==> src/design/assert_macros.svh <==
// assertion helpers shared by the design files
`ifndef ASSERT_MACROS_SVH
`define ASSERT_MACROS_SVH

// same-cycle implication, disabled while reset is asserted
`define AST_IMPL(label, clk, rst_n, ante, cons) \
    label: assert property (@(posedge clk) disable iff (!rst_n) (ante) |-> (cons)) \
        else $error("assertion failed");

// next-cycle implication, disabled while reset is asserted
`define AST_NEXT(label, clk, rst_n, ante, cons) \
    label: assert property (@(posedge clk) disable iff (!rst_n) (ante) |=> (cons)) \
        else $error("assertion failed");

`endif

==> src/design/ahpf_pkg.sv <==
// ----------------------------------------------------------------------------
// ahpf_pkg
// Types, character codes and status codes of the audit header position finder.
// ----------------------------------------------------------------------------
package ahpf_pkg;

    localparam int TAG_LEN   = 10;
    localparam int TAG_CNT_W = 4;
    localparam int OUT_POS_W = 12;

    localparam logic [7:0] CHAR_M     = 8'h6D;
    localparam logic [7:0] CHAR_CLOSE = 8'h29;
    localparam logic [7:0] CHAR_DOT   = 8'h2E;
    localparam logic [7:0] CHAR_COLON = 8'h3A;

    localparam logic [2:0] ST_OK       = 3'd0;
    localparam logic [2:0] ST_NO_TAG   = 3'd1;
    localparam logic [2:0] ST_NO_CLOSE = 3'd2;
    localparam logic [2:0] ST_NO_DOT   = 3'd3;
    localparam logic [2:0] ST_NO_COLON = 3'd4;
    localparam logic [2:0] ST_TOO_LONG = 3'd5;

    typedef struct packed {
        logic [7:0] char_in;
        logic       last_char;
    } char_item_t;

    typedef struct packed {
        logic [2:0]           status;
        logic [OUT_POS_W-1:0] msg_start;
        logic [OUT_POS_W-1:0] secs_pos;
        logic [OUT_POS_W-1:0] nsecs_pos;
        logic [OUT_POS_W-1:0] id_pos;
        logic [OUT_POS_W-1:0] msg_end;
    } result_item_t;

    // input stage control seen by the scanner and the result stage
    typedef struct packed {
        logic valid;
        logic fire;
        logic last;
    } stage_ctl_t;

    // what the scanner knows about the line once its last byte is taken
    typedef struct packed {
        logic                 overflow;
        logic                 tag_found;
        logic                 close_found;
        logic                 dot_found;
        logic                 colon_ok;
        logic [OUT_POS_W-1:0] msg_start;
        logic [OUT_POS_W-1:0] secs_pos;
        logic [OUT_POS_W-1:0] nsecs_pos;
        logic [OUT_POS_W-1:0] id_pos;
        logic [OUT_POS_W-1:0] msg_end;
    } line_sum_t;

    // characters of the tag msg=audit(
    function automatic logic [7:0] tag_char(input logic [TAG_CNT_W-1:0] idx);
        logic [7:0] ch;
        case (idx)
            4'd0:    ch = 8'h6D;
            4'd1:    ch = 8'h73;
            4'd2:    ch = 8'h67;
            4'd3:    ch = 8'h3D;
            4'd4:    ch = 8'h61;
            4'd5:    ch = 8'h75;
            4'd6:    ch = 8'h64;
            4'd7:    ch = 8'h69;
            4'd8:    ch = 8'h74;
            4'd9:    ch = 8'h28;
            default: ch = 8'h00;
        endcase
        return ch;
    endfunction

endpackage

==> src/design/audit_header_position_finder.sv <==
// One byte of a log line is taken per item, one item per clock unless held off; the result
// for a line is decoded as its last byte leaves the input register and is then held in the
// result register. The only hold-off is on a last byte while the result register still holds
// an untaken result, since each line yields exactly one result item. Positions count from
// zero, past MAX_LINE_LEN bytes the line is reported as too long, and all position fields
// carry the low 12 bits. On any error status the position fields are zero.
// ----------------------------------------------------------------------------
// audit_header_position_finder
// Finds the msg=audit( tag and the timestamp delimiters in a streamed log line.
// ----------------------------------------------------------------------------
module audit_header_position_finder #(
    parameter int MAX_LINE_LEN = 4096
) (
    input  logic                    clk,
    input  logic                    rst_n,
    input  logic                    char_valid,
    output logic                    char_stall,
    input  ahpf_pkg::char_item_t    char_item,
    output logic                    result_valid,
    input  logic                    result_stall,
    output ahpf_pkg::result_item_t  result_item
);
    import ahpf_pkg::*;

    char_item_t s1_item;
    stage_ctl_t s1_ctl;
    line_sum_t  line_sum;
    logic       out_ready;

    ahpf_in_stage u_in_stage (
        .clk        (clk),
        .rst_n      (rst_n),
        .char_valid (char_valid),
        .char_stall (char_stall),
        .char_item  (char_item),
        .out_ready  (out_ready),
        .item       (s1_item),
        .ctl        (s1_ctl)
    );

    ahpf_scan #(
        .MAX_LINE_LEN (MAX_LINE_LEN)
    ) u_scan (
        .clk   (clk),
        .rst_n (rst_n),
        .item  (s1_item),
        .ctl   (s1_ctl),
        .sum   (line_sum)
    );

    ahpf_result u_result (
        .clk          (clk),
        .rst_n        (rst_n),
        .ctl          (s1_ctl),
        .sum          (line_sum),
        .out_ready    (out_ready),
        .result_valid (result_valid),
        .result_stall (result_stall),
        .result_item  (result_item)
    );

endmodule

==> src/design/ahpf_in_stage.sv <==
// ----------------------------------------------------------------------------
// ahpf_in_stage
// Input register for one byte item and the handshake toward the sender.
// ----------------------------------------------------------------------------
module ahpf_in_stage (
    input  logic                  clk,
    input  logic                  rst_n,
    input  logic                  char_valid,
    output logic                  char_stall,
    input  ahpf_pkg::char_item_t  char_item,
    input  logic                  out_ready,
    output ahpf_pkg::char_item_t  item,
    output ahpf_pkg::stage_ctl_t  ctl
);
    import ahpf_pkg::*;

    logic       valid_reg;
    logic       valid_next;
    char_item_t item_reg;
    logic       fire;
    logic       load;

    // only a last byte needs room in the result register
    assign fire       = valid_reg && (!item_reg.last_char || out_ready);
    assign char_stall = valid_reg && !fire;
    assign load       = char_valid && !char_stall;

    always_comb
    begin
        valid_next = valid_reg;
        if (load)
        begin
            valid_next = 1'b1;
        end
        else if (fire)
        begin
            valid_next = 1'b0;
        end
    end

    always_ff @(posedge clk or negedge rst_n)
    begin
        if (!rst_n)
        begin
            valid_reg <= 1'b0;
        end
        else
        begin
            valid_reg <= valid_next;
        end
    end

    always_ff @(posedge clk)
    begin
        if (load)
        begin
            item_reg <= char_item;
        end
    end

    assign item      = item_reg;
    assign ctl.valid = valid_reg;
    assign ctl.fire  = fire;
    assign ctl.last  = item_reg.last_char;

endmodule

==> src/design/ahpf_scan.sv <==
// ----------------------------------------------------------------------------
// ahpf_scan
// Per-line scanner: position counter, tag matcher and delimiter capture.
// ----------------------------------------------------------------------------
`include "assert_macros.svh"

module ahpf_scan #(
    parameter int MAX_LINE_LEN = 4096
) (
    input  logic                  clk,
    input  logic                  rst_n,
    input  ahpf_pkg::char_item_t  item,
    input  ahpf_pkg::stage_ctl_t  ctl,
    output ahpf_pkg::line_sum_t   sum
);
    import ahpf_pkg::*;

    localparam int CNT_W = $clog2(MAX_LINE_LEN + 1);
    localparam int POS_W = $clog2(MAX_LINE_LEN);

    logic [CNT_W-1:0]     pos_reg,         pos_next,         upd_pos;
    logic [TAG_CNT_W-1:0] tag_cnt_reg,     tag_cnt_next,     upd_tag_cnt;
    logic                 tag_found_reg,   tag_found_next,   upd_tag_found;
    logic [POS_W-1:0]     tag_start_reg,   tag_start_next,   upd_tag_start;
    logic                 dot_found_reg,   dot_found_next,   upd_dot_found;
    logic [POS_W-1:0]     dot_pos_reg,     dot_pos_next,     upd_dot_pos;
    logic                 colon_found_reg, colon_found_next, upd_colon_found;
    logic [POS_W-1:0]     colon_pos_reg,   colon_pos_next,   upd_colon_pos;
    logic                 close_found_reg, close_found_next, upd_close_found;
    logic [POS_W-1:0]     close_pos_reg,   close_pos_next,   upd_close_pos;
    logic                 ovf_reg,         ovf_next,         upd_ovf;

    logic [POS_W-1:0]     pos_lo;
    logic                 tag_hit;
    logic [POS_W:0]       colon_after;

    assign pos_lo  = pos_reg[POS_W-1:0];
    assign tag_hit = (tag_cnt_reg < TAG_CNT_W'(TAG_LEN))
                     && (item.char_in == tag_char(tag_cnt_reg));

    always_comb
    begin
        upd_pos         = pos_reg;
        upd_tag_cnt     = tag_cnt_reg;
        upd_tag_found   = tag_found_reg;
        upd_tag_start   = tag_start_reg;
        upd_dot_found   = dot_found_reg;
        upd_dot_pos     = dot_pos_reg;
        upd_colon_found = colon_found_reg;
        upd_colon_pos   = colon_pos_reg;
        upd_close_found = close_found_reg;
        upd_close_pos   = close_pos_reg;
        upd_ovf         = ovf_reg;
        if (pos_reg >= CNT_W'(MAX_LINE_LEN))
        begin
            // past the bound only the last-byte mark matters
            upd_ovf = 1'b1;
        end
        else
        begin
            upd_pos = pos_reg + 1'b1;
            if (!tag_found_reg)
            begin
                if (tag_hit)
                begin
                    upd_tag_cnt = tag_cnt_reg + 1'b1;
                end
                else
                begin
                    // the tag holds one 'm', so a restart is at most one deep
                    upd_tag_cnt = (item.char_in == CHAR_M) ? TAG_CNT_W'(1) : '0;
                end
                if (upd_tag_cnt == TAG_CNT_W'(TAG_LEN))
                begin
                    upd_tag_found = 1'b1;
                    upd_tag_start = pos_lo - POS_W'(TAG_LEN - 1);
                end
            end
            else
            begin
                if (!close_found_reg && item.char_in == CHAR_CLOSE)
                begin
                    upd_close_found = 1'b1;
                    upd_close_pos   = pos_lo;
                end
                // colon counts only after a dot seen on an earlier byte
                if (dot_found_reg && !colon_found_reg && item.char_in == CHAR_COLON)
                begin
                    upd_colon_found = 1'b1;
                    upd_colon_pos   = pos_lo;
                end
                if (!dot_found_reg && item.char_in == CHAR_DOT)
                begin
                    upd_dot_found = 1'b1;
                    upd_dot_pos   = pos_lo;
                end
            end
        end
    end

    always_comb
    begin
        pos_next         = pos_reg;
        tag_cnt_next     = tag_cnt_reg;
        tag_found_next   = tag_found_reg;
        tag_start_next   = tag_start_reg;
        dot_found_next   = dot_found_reg;
        dot_pos_next     = dot_pos_reg;
        colon_found_next = colon_found_reg;
        colon_pos_next   = colon_pos_reg;
        close_found_next = close_found_reg;
        close_pos_next   = close_pos_reg;
        ovf_next         = ovf_reg;
        if (ctl.fire)
        begin
            if (ctl.last)
            begin
                // line done, start the next one clean
                pos_next         = '0;
                tag_cnt_next     = '0;
                tag_found_next   = 1'b0;
                tag_start_next   = '0;
                dot_found_next   = 1'b0;
                dot_pos_next     = '0;
                colon_found_next = 1'b0;
                colon_pos_next   = '0;
                close_found_next = 1'b0;
                close_pos_next   = '0;
                ovf_next         = 1'b0;
            end
            else
            begin
                pos_next         = upd_pos;
                tag_cnt_next     = upd_tag_cnt;
                tag_found_next   = upd_tag_found;
                tag_start_next   = upd_tag_start;
                dot_found_next   = upd_dot_found;
                dot_pos_next     = upd_dot_pos;
                colon_found_next = upd_colon_found;
                colon_pos_next   = upd_colon_pos;
                close_found_next = upd_close_found;
                close_pos_next   = upd_close_pos;
                ovf_next         = upd_ovf;
            end
        end
    end

    always_ff @(posedge clk or negedge rst_n)
    begin
        if (!rst_n)
        begin
            pos_reg         <= '0;
            tag_cnt_reg     <= '0;
            tag_found_reg   <= 1'b0;
            tag_start_reg   <= '0;
            dot_found_reg   <= 1'b0;
            dot_pos_reg     <= '0;
            colon_found_reg <= 1'b0;
            colon_pos_reg   <= '0;
            close_found_reg <= 1'b0;
            close_pos_reg   <= '0;
            ovf_reg         <= 1'b0;
        end
        else
        begin
            pos_reg         <= pos_next;
            tag_cnt_reg     <= tag_cnt_next;
            tag_found_reg   <= tag_found_next;
            tag_start_reg   <= tag_start_next;
            dot_found_reg   <= dot_found_next;
            dot_pos_reg     <= dot_pos_next;
            colon_found_reg <= colon_found_next;
            colon_pos_reg   <= colon_pos_next;
            close_found_reg <= close_found_next;
            close_pos_reg   <= close_pos_next;
            ovf_reg         <= ovf_next;
        end
    end

    // id must start strictly before the close paren
    assign colon_after = {1'b0, upd_colon_pos} + 1'b1;

    assign sum.overflow    = upd_ovf;
    assign sum.tag_found   = upd_tag_found;
    assign sum.close_found = upd_close_found;
    assign sum.dot_found   = upd_dot_found;
    assign sum.colon_ok    = upd_colon_found && (colon_after < {1'b0, upd_close_pos});
    assign sum.msg_start   = OUT_POS_W'(upd_tag_start);
    assign sum.secs_pos    = OUT_POS_W'(upd_tag_start) + OUT_POS_W'(TAG_LEN);
    assign sum.nsecs_pos   = OUT_POS_W'(upd_dot_pos) + 1'b1;
    assign sum.id_pos      = OUT_POS_W'(upd_colon_pos) + 1'b1;
    assign sum.msg_end     = OUT_POS_W'(upd_close_pos);

    `AST_IMPL(a_tag_cnt_bound, clk, rst_n, !tag_found_reg, tag_cnt_reg < TAG_CNT_W'(TAG_LEN))
    `AST_IMPL(a_colon_after_dot, clk, rst_n, colon_found_reg, dot_found_reg)
    `AST_IMPL(a_ctl_last, clk, rst_n, ctl.valid, ctl.last == item.last_char)
    `AST_NEXT(a_clear_on_last, clk, rst_n, ctl.fire && ctl.last,
              pos_reg == '0 && !tag_found_reg && !ovf_reg)

endmodule

==> src/design/ahpf_result.sv <==
// ----------------------------------------------------------------------------
// ahpf_result
// Status decode and the result register toward the receiver.
// ----------------------------------------------------------------------------
`include "assert_macros.svh"

module ahpf_result (
    input  logic                    clk,
    input  logic                    rst_n,
    input  ahpf_pkg::stage_ctl_t    ctl,
    input  ahpf_pkg::line_sum_t     sum,
    output logic                    out_ready,
    output logic                    result_valid,
    input  logic                    result_stall,
    output ahpf_pkg::result_item_t  result_item
);
    import ahpf_pkg::*;

    logic         valid_reg;
    logic         valid_next;
    result_item_t item_reg;
    result_item_t item_next;
    logic         load;

    assign out_ready = !valid_reg || !result_stall;
    assign load      = ctl.fire && ctl.last;

    always_comb
    begin
        item_next = '0;
        if (sum.overflow)
        begin
            item_next.status = ST_TOO_LONG;
        end
        else if (!sum.tag_found)
        begin
            item_next.status = ST_NO_TAG;
        end
        else if (!sum.close_found)
        begin
            item_next.status = ST_NO_CLOSE;
        end
        else if (!sum.dot_found)
        begin
            item_next.status = ST_NO_DOT;
        end
        else if (!sum.colon_ok)
        begin
            item_next.status = ST_NO_COLON;
        end
        else
        begin
            item_next.status    = ST_OK;
            item_next.msg_start = sum.msg_start;
            item_next.secs_pos  = sum.secs_pos;
            item_next.nsecs_pos = sum.nsecs_pos;
            item_next.id_pos    = sum.id_pos;
            item_next.msg_end   = sum.msg_end;
        end
    end

    always_comb
    begin
        valid_next = valid_reg;
        if (load)
        begin
            valid_next = 1'b1;
        end
        else if (!result_stall)
        begin
            valid_next = 1'b0;
        end
    end

    always_ff @(posedge clk or negedge rst_n)
    begin
        if (!rst_n)
        begin
            valid_reg <= 1'b0;
        end
        else
        begin
            valid_reg <= valid_next;
        end
    end

    always_ff @(posedge clk)
    begin
        if (load)
        begin
            item_reg <= item_next;
        end
    end

    assign result_valid = valid_reg;
    assign result_item  = item_reg;

    `AST_IMPL(a_load_valid, clk, rst_n, load, ctl.valid)
    `AST_NEXT(a_load_shows, clk, rst_n, load, valid_reg)
    `AST_IMPL(a_error_zero, clk, rst_n, valid_reg && item_reg.status != ST_OK,
              item_reg.msg_start == '0 && item_reg.secs_pos == '0 &&
              item_reg.nsecs_pos == '0 && item_reg.id_pos == '0 && item_reg.msg_end == '0)
    `AST_IMPL(a_secs_offset, clk, rst_n, valid_reg && item_reg.status == ST_OK,
              item_reg.secs_pos == item_reg.msg_start + OUT_POS_W'(TAG_LEN))

endmodule

==> config.mk <==
export PLATFORM = sky130hd
export DESIGN_NAME = audit_header_position_finder
export DESIGN_NICKNAME = d
export VERILOG_FILES = /design/src/design/ahpf_pkg.sv /design/src/design/audit_header_position_finder.sv /design/src/design/ahpf_in_stage.sv /design/src/design/ahpf_scan.sv /design/src/design/ahpf_result.sv
export VERILOG_INCLUDE_DIRS = /design/src /design/src/design
export SDC_FILE = /design/constraint.sdc
export NUM_CORES = 1
export LEC_CHECK = 0
export BUFFER_PORTS_ARGS = -buffer_cell sky130_fd_sc_hd__buf_4
export CORE_MARGIN = 5
export CORE_UTILIZATION = 30
export CTS_BUF_LIST = sky130_fd_sc_hd__clkbuf_8
export DETAILED_ROUTE_END_ITERATION = 16
export SYNTH_ARGS = -nofsm -noshare
export SYNTH_HDL_FRONTEND = slang
export SYNTH_SLANG_ARGS = --single-unit
==> constraint.sdc <==
create_clock -name clk -period 4.2 [get_ports clk]
set_input_delay 0.21 -clock clk [delete_from_list [all_inputs] [get_ports clk]]
set_output_delay 0.21 -clock clk [all_outputs]
set_load 0.05 [all_outputs]
==> reports/qor.yml <==
clock_tree:
  root_buffer: "clkbuf_8"
  clk_path_buf_depth: 2
  cts-htree-levels: 4
  cts_tree: "done"
  clk_pin_slew_ns: 0.07
  clkSinkCount: 143
  worstSkewPairLatency_ns: 0.46
  cts_made_buffers: 17
yosys:
  syn-cell-area_um2: 7879
  synth_area_per_cell_um2: 10.10
  yosysUniqueCellTypes: 76
  seq_area_frac_synth: 0.4993
  ys_top_cells_by_area: "edfxtp_1, dfrtp_1, nor2_1"
  synth_edf_count: 71
  synthArstFlopShare: 0.5035
  yosys_warnings: 0
  ys_seq_elements: 143
  syn_inst: 780
  yosys.area.top_type_share: 0.2706
  synthesis.nets: 815
  yosys.area.top_type: "edfxtp_1"
  synth_flop_cell: "dfrtp_1"
floorplanning:
  die_w_um: 172.1
  io-pin-count: 78
  dieArea_um2: 29600
  start_util: 0.3032
  core-area_um2: 25980
  num_rows: 59
  chipHeight_um: 172.1
setup_path:
  reg2regPathDepth: 19
  start_kind: "register"
  r2r-start: "u_in_stage.item[8]$_DFFE_PP_"
  crit_chain: "nor4b_4 -> nand4_4 -> mux2i_4 -> inv_2 -> ha_4 -> and3_4 -> nand3_4 -> nor2_2 -> xnor2_1 -> mux2i_1 -> ha_1 -> nand3_2 -> o41ai_2 -> a21oi_1 -> o211a_1 -> o2111ai_4 -> buf_12 -> nor2_1 -> mux2_2"
  path_depth: 19
  arrival_ns: 4.37
  cp.required_ns: 4.41
  cpMaxStageDelayCell: "edfxtp_1"
  r2r-end: "u_result.result_item[47]$_SDFFCE_PP0P_"
  end_kind: "register"
  crit_type: "reg -> reg"
  crit_family: "simple AND/OR/NAND/NOR gates"
  path_max_fanout: 18
  path_buf_inv: 2
  slowest_delay_ns: 0.43
  r2r_setup_slack_ns: 0.04
power_and_ir_drop:
  p_leak_nw: 4.119
  vdd_drop_max_mv: 0.1826
  power.density_nw_per_um2: 305.5
  report.power.total_mw: 3.066
global_route:
  antenna_found_initial: 0
  grtUsageTotal: 0.1420
  first_global_vias: 6206
  grt_max_degree: 73
  overflow: 0
  grt_pass1_wl_um: 33350
timing:
  period_needed_ns: 4.156
  worst_slew_pin_slew_ns: 0.9477
  rsz0062_at_grt: "true"
  hold_viol: 0
  max_freq_mhz: 240.6
  finClkSkew_ns: 0.01061
  drv_slew: 0
  relSlewSlack: 0.3682
  hold_ws_ns: 0.4460
  fin_crit_sh: 0.9895
  setup_violations: 0
  setup_ws_ns: 0.04430
finish:
  finish.instance_area_um2: 10040
  antenna-diode-count: 0
  fillCellCount: 2607
  fin_nets: 948
  drive_gt1_frac: 0.2646
  area_growth_pct: 27.38
  largest_reg_flops: 62
place:
  gp_congestion: 0.9040
  port_buffers: 77
  place_ws_ns: -0.1393
  post-dp-hpwl_um: 14550
  dpl-instance-area_um2: 9131
run:
  drv_cap: 0
drt:
  vias: 6275
  remaining_drc_errors: 0
  drt_wl_total_um: 21010
  vias_per_cell: 4.976
  wl_per_cell_um: 16.66
  drt_iter0_drc: 463
  drt_pre_antenna_iters: 5
  ant_nets: 0
hold_path:
  worst_hold_path_type: "in -> async"
run_status:
  status: "finished clean"
placed cells by master, fill, tap and decap left out, drive strengths merged, types with 9 or more instances in the layout:
cell type / count
buf: 150
nor2: 99
dfrtp: 72
nand2: 71
edfxtp: 71
o21ai: 65
mux2i: 37
a21oi: 28
nand3: 27
inv: 25
xnor2: 23
xor2: 22
ha: 22
clkbuf: 20
nor2b: 18
a22o: 14
and3: 13
nand4: 13
dlygate4sd3: 12
nor3: 10
a21o: 9
routing by layer:
| layer | GRT usage | wire length (um) |
|---|---|---|
| met1 | 0.2011 | 9930 |
| met2 | 0.2248 | 9837 |
| met3 | 0.02469 | 1033 |
| met4 | 0.03964 | 212 |
| met5 | 0 | 0 |
kinds of logic (layout without fill, tap and decap cells):
| logic type | Yosys count | in the layout | share of synthesized area |
|---|---|---|---|
| adder cells (fa/ha/maj) | 22 | 22 | 0.03494 |
| AND/OR/NAND/NOR | 287 | 287 | 0.1782 |
| multiplexers | 44 | 44 | 0.05749 |
| flip-flops | 143 | 143 | 0.4993 |
| buffers and inverters | 72 | 218 | 0.04018 |
| XOR/XNOR | 45 | 45 | 0.05098 |
| AO/OA/AOI/OAI | 167 | 167 | 0.1390 |
where the power goes:
group          switching [mW]  total (mW)  internal (mW)  leakage, nW
clock                   0.539        1.07          0.532        0.202
sequential             0.0491        1.57           1.52         1.68
combinational           0.295       0.424          0.129         2.24
total                   0.882        3.07           2.18         4.12
per-stage QoR:
step | instances | utilization | TNS, ns
detailed placement | 1203 | 0.3514 | -1.924
finish | 1261 | 0.3862 | 0
global route | 1261 | 0.3862 | -5.754
CTS | 1250 | 0.3728 | 0
floorplan | 780 | - | 0
global placement | 1203 | 0.3514 | 0
Yosys cell counts (8+ instances only):
| cell | n |
|---|---|
| nor2_1 | 99 |
| dfrtp_1 | 72 |
| edfxtp_1 | 71 |
| nand2_1 | 71 |
| o21ai_0 | 56 |
| mux2i_1 | 37 |
| clkbuf_1 | 33 |
| a21oi_1 | 28 |
| nand3_1 | 27 |
| ha_1 | 22 |
| inv_1 | 22 |
| xnor2_1 | 22 |
| xor2_1 | 22 |
| nor2b_1 | 18 |
| a22o_1 | 14 |
| and3_1 | 13 |
| nand4_1 | 11 |
| nor3_1 | 10 |
| o21ai_1 | 9 |
| a21o_1 | 8 |
worst max path at each step:
| stage | startpoint | endpoint | slack [ns] |
|---|---|---|---|
| floorplan | u_in_stage.item[7]$_DFFE_PP_ | u_result.result_item[43]$_SDFFCE_PP0P_ | 0.16 |
| global placement | u_in_stage.item[8]$_DFFE_PP_ | u_result.result_item[56]$_SDFFCE_PP0P_ | 0.03 |
| detailed placement | u_in_stage.item[8]$_DFFE_PP_ | u_result.result_item[47]$_SDFFCE_PP0P_ | -0.14 |
| CTS | u_in_stage.item[1]$_DFFE_PP_ | u_result.result_item[56]$_SDFFCE_PP0P_ | 0.005 |
| global route | u_in_stage.item[8]$_DFFE_PP_ | u_result.result_item[47]$_SDFFCE_PP0P_ | -0.20 |
| finish | u_in_stage.item[8]$_DFFE_PP_ | u_result.result_item[47]$_SDFFCE_PP0P_ | 0.04 |
layout make-up:
class	instances	area (um2)	share of cell area
Sequential cell	143	3934	0.3920
Multi-Input combinational cell	565	3891	0.3877
Timing Repair Buffer	164	1333	0.1328
Tap cell	335	419.2	0.04177
Clock buffer	18	247.7	0.02469
Clock inverter	14	128.9	0.01284
Inverter	22	82.58	0.008228
repair_timing:
item / 4_1_cts / 5_1_grt
endpoints found under the setup margin: 56 / 60
hold endpoints to repair: 83 / 0
hold buffers: 12 / 0
pin swaps: 2 / 3
gates resized for setup: 8 / 58
buffers inserted: 3 / 9
gates cloned: 0 / 2
(Power assumes the default switching activity.)
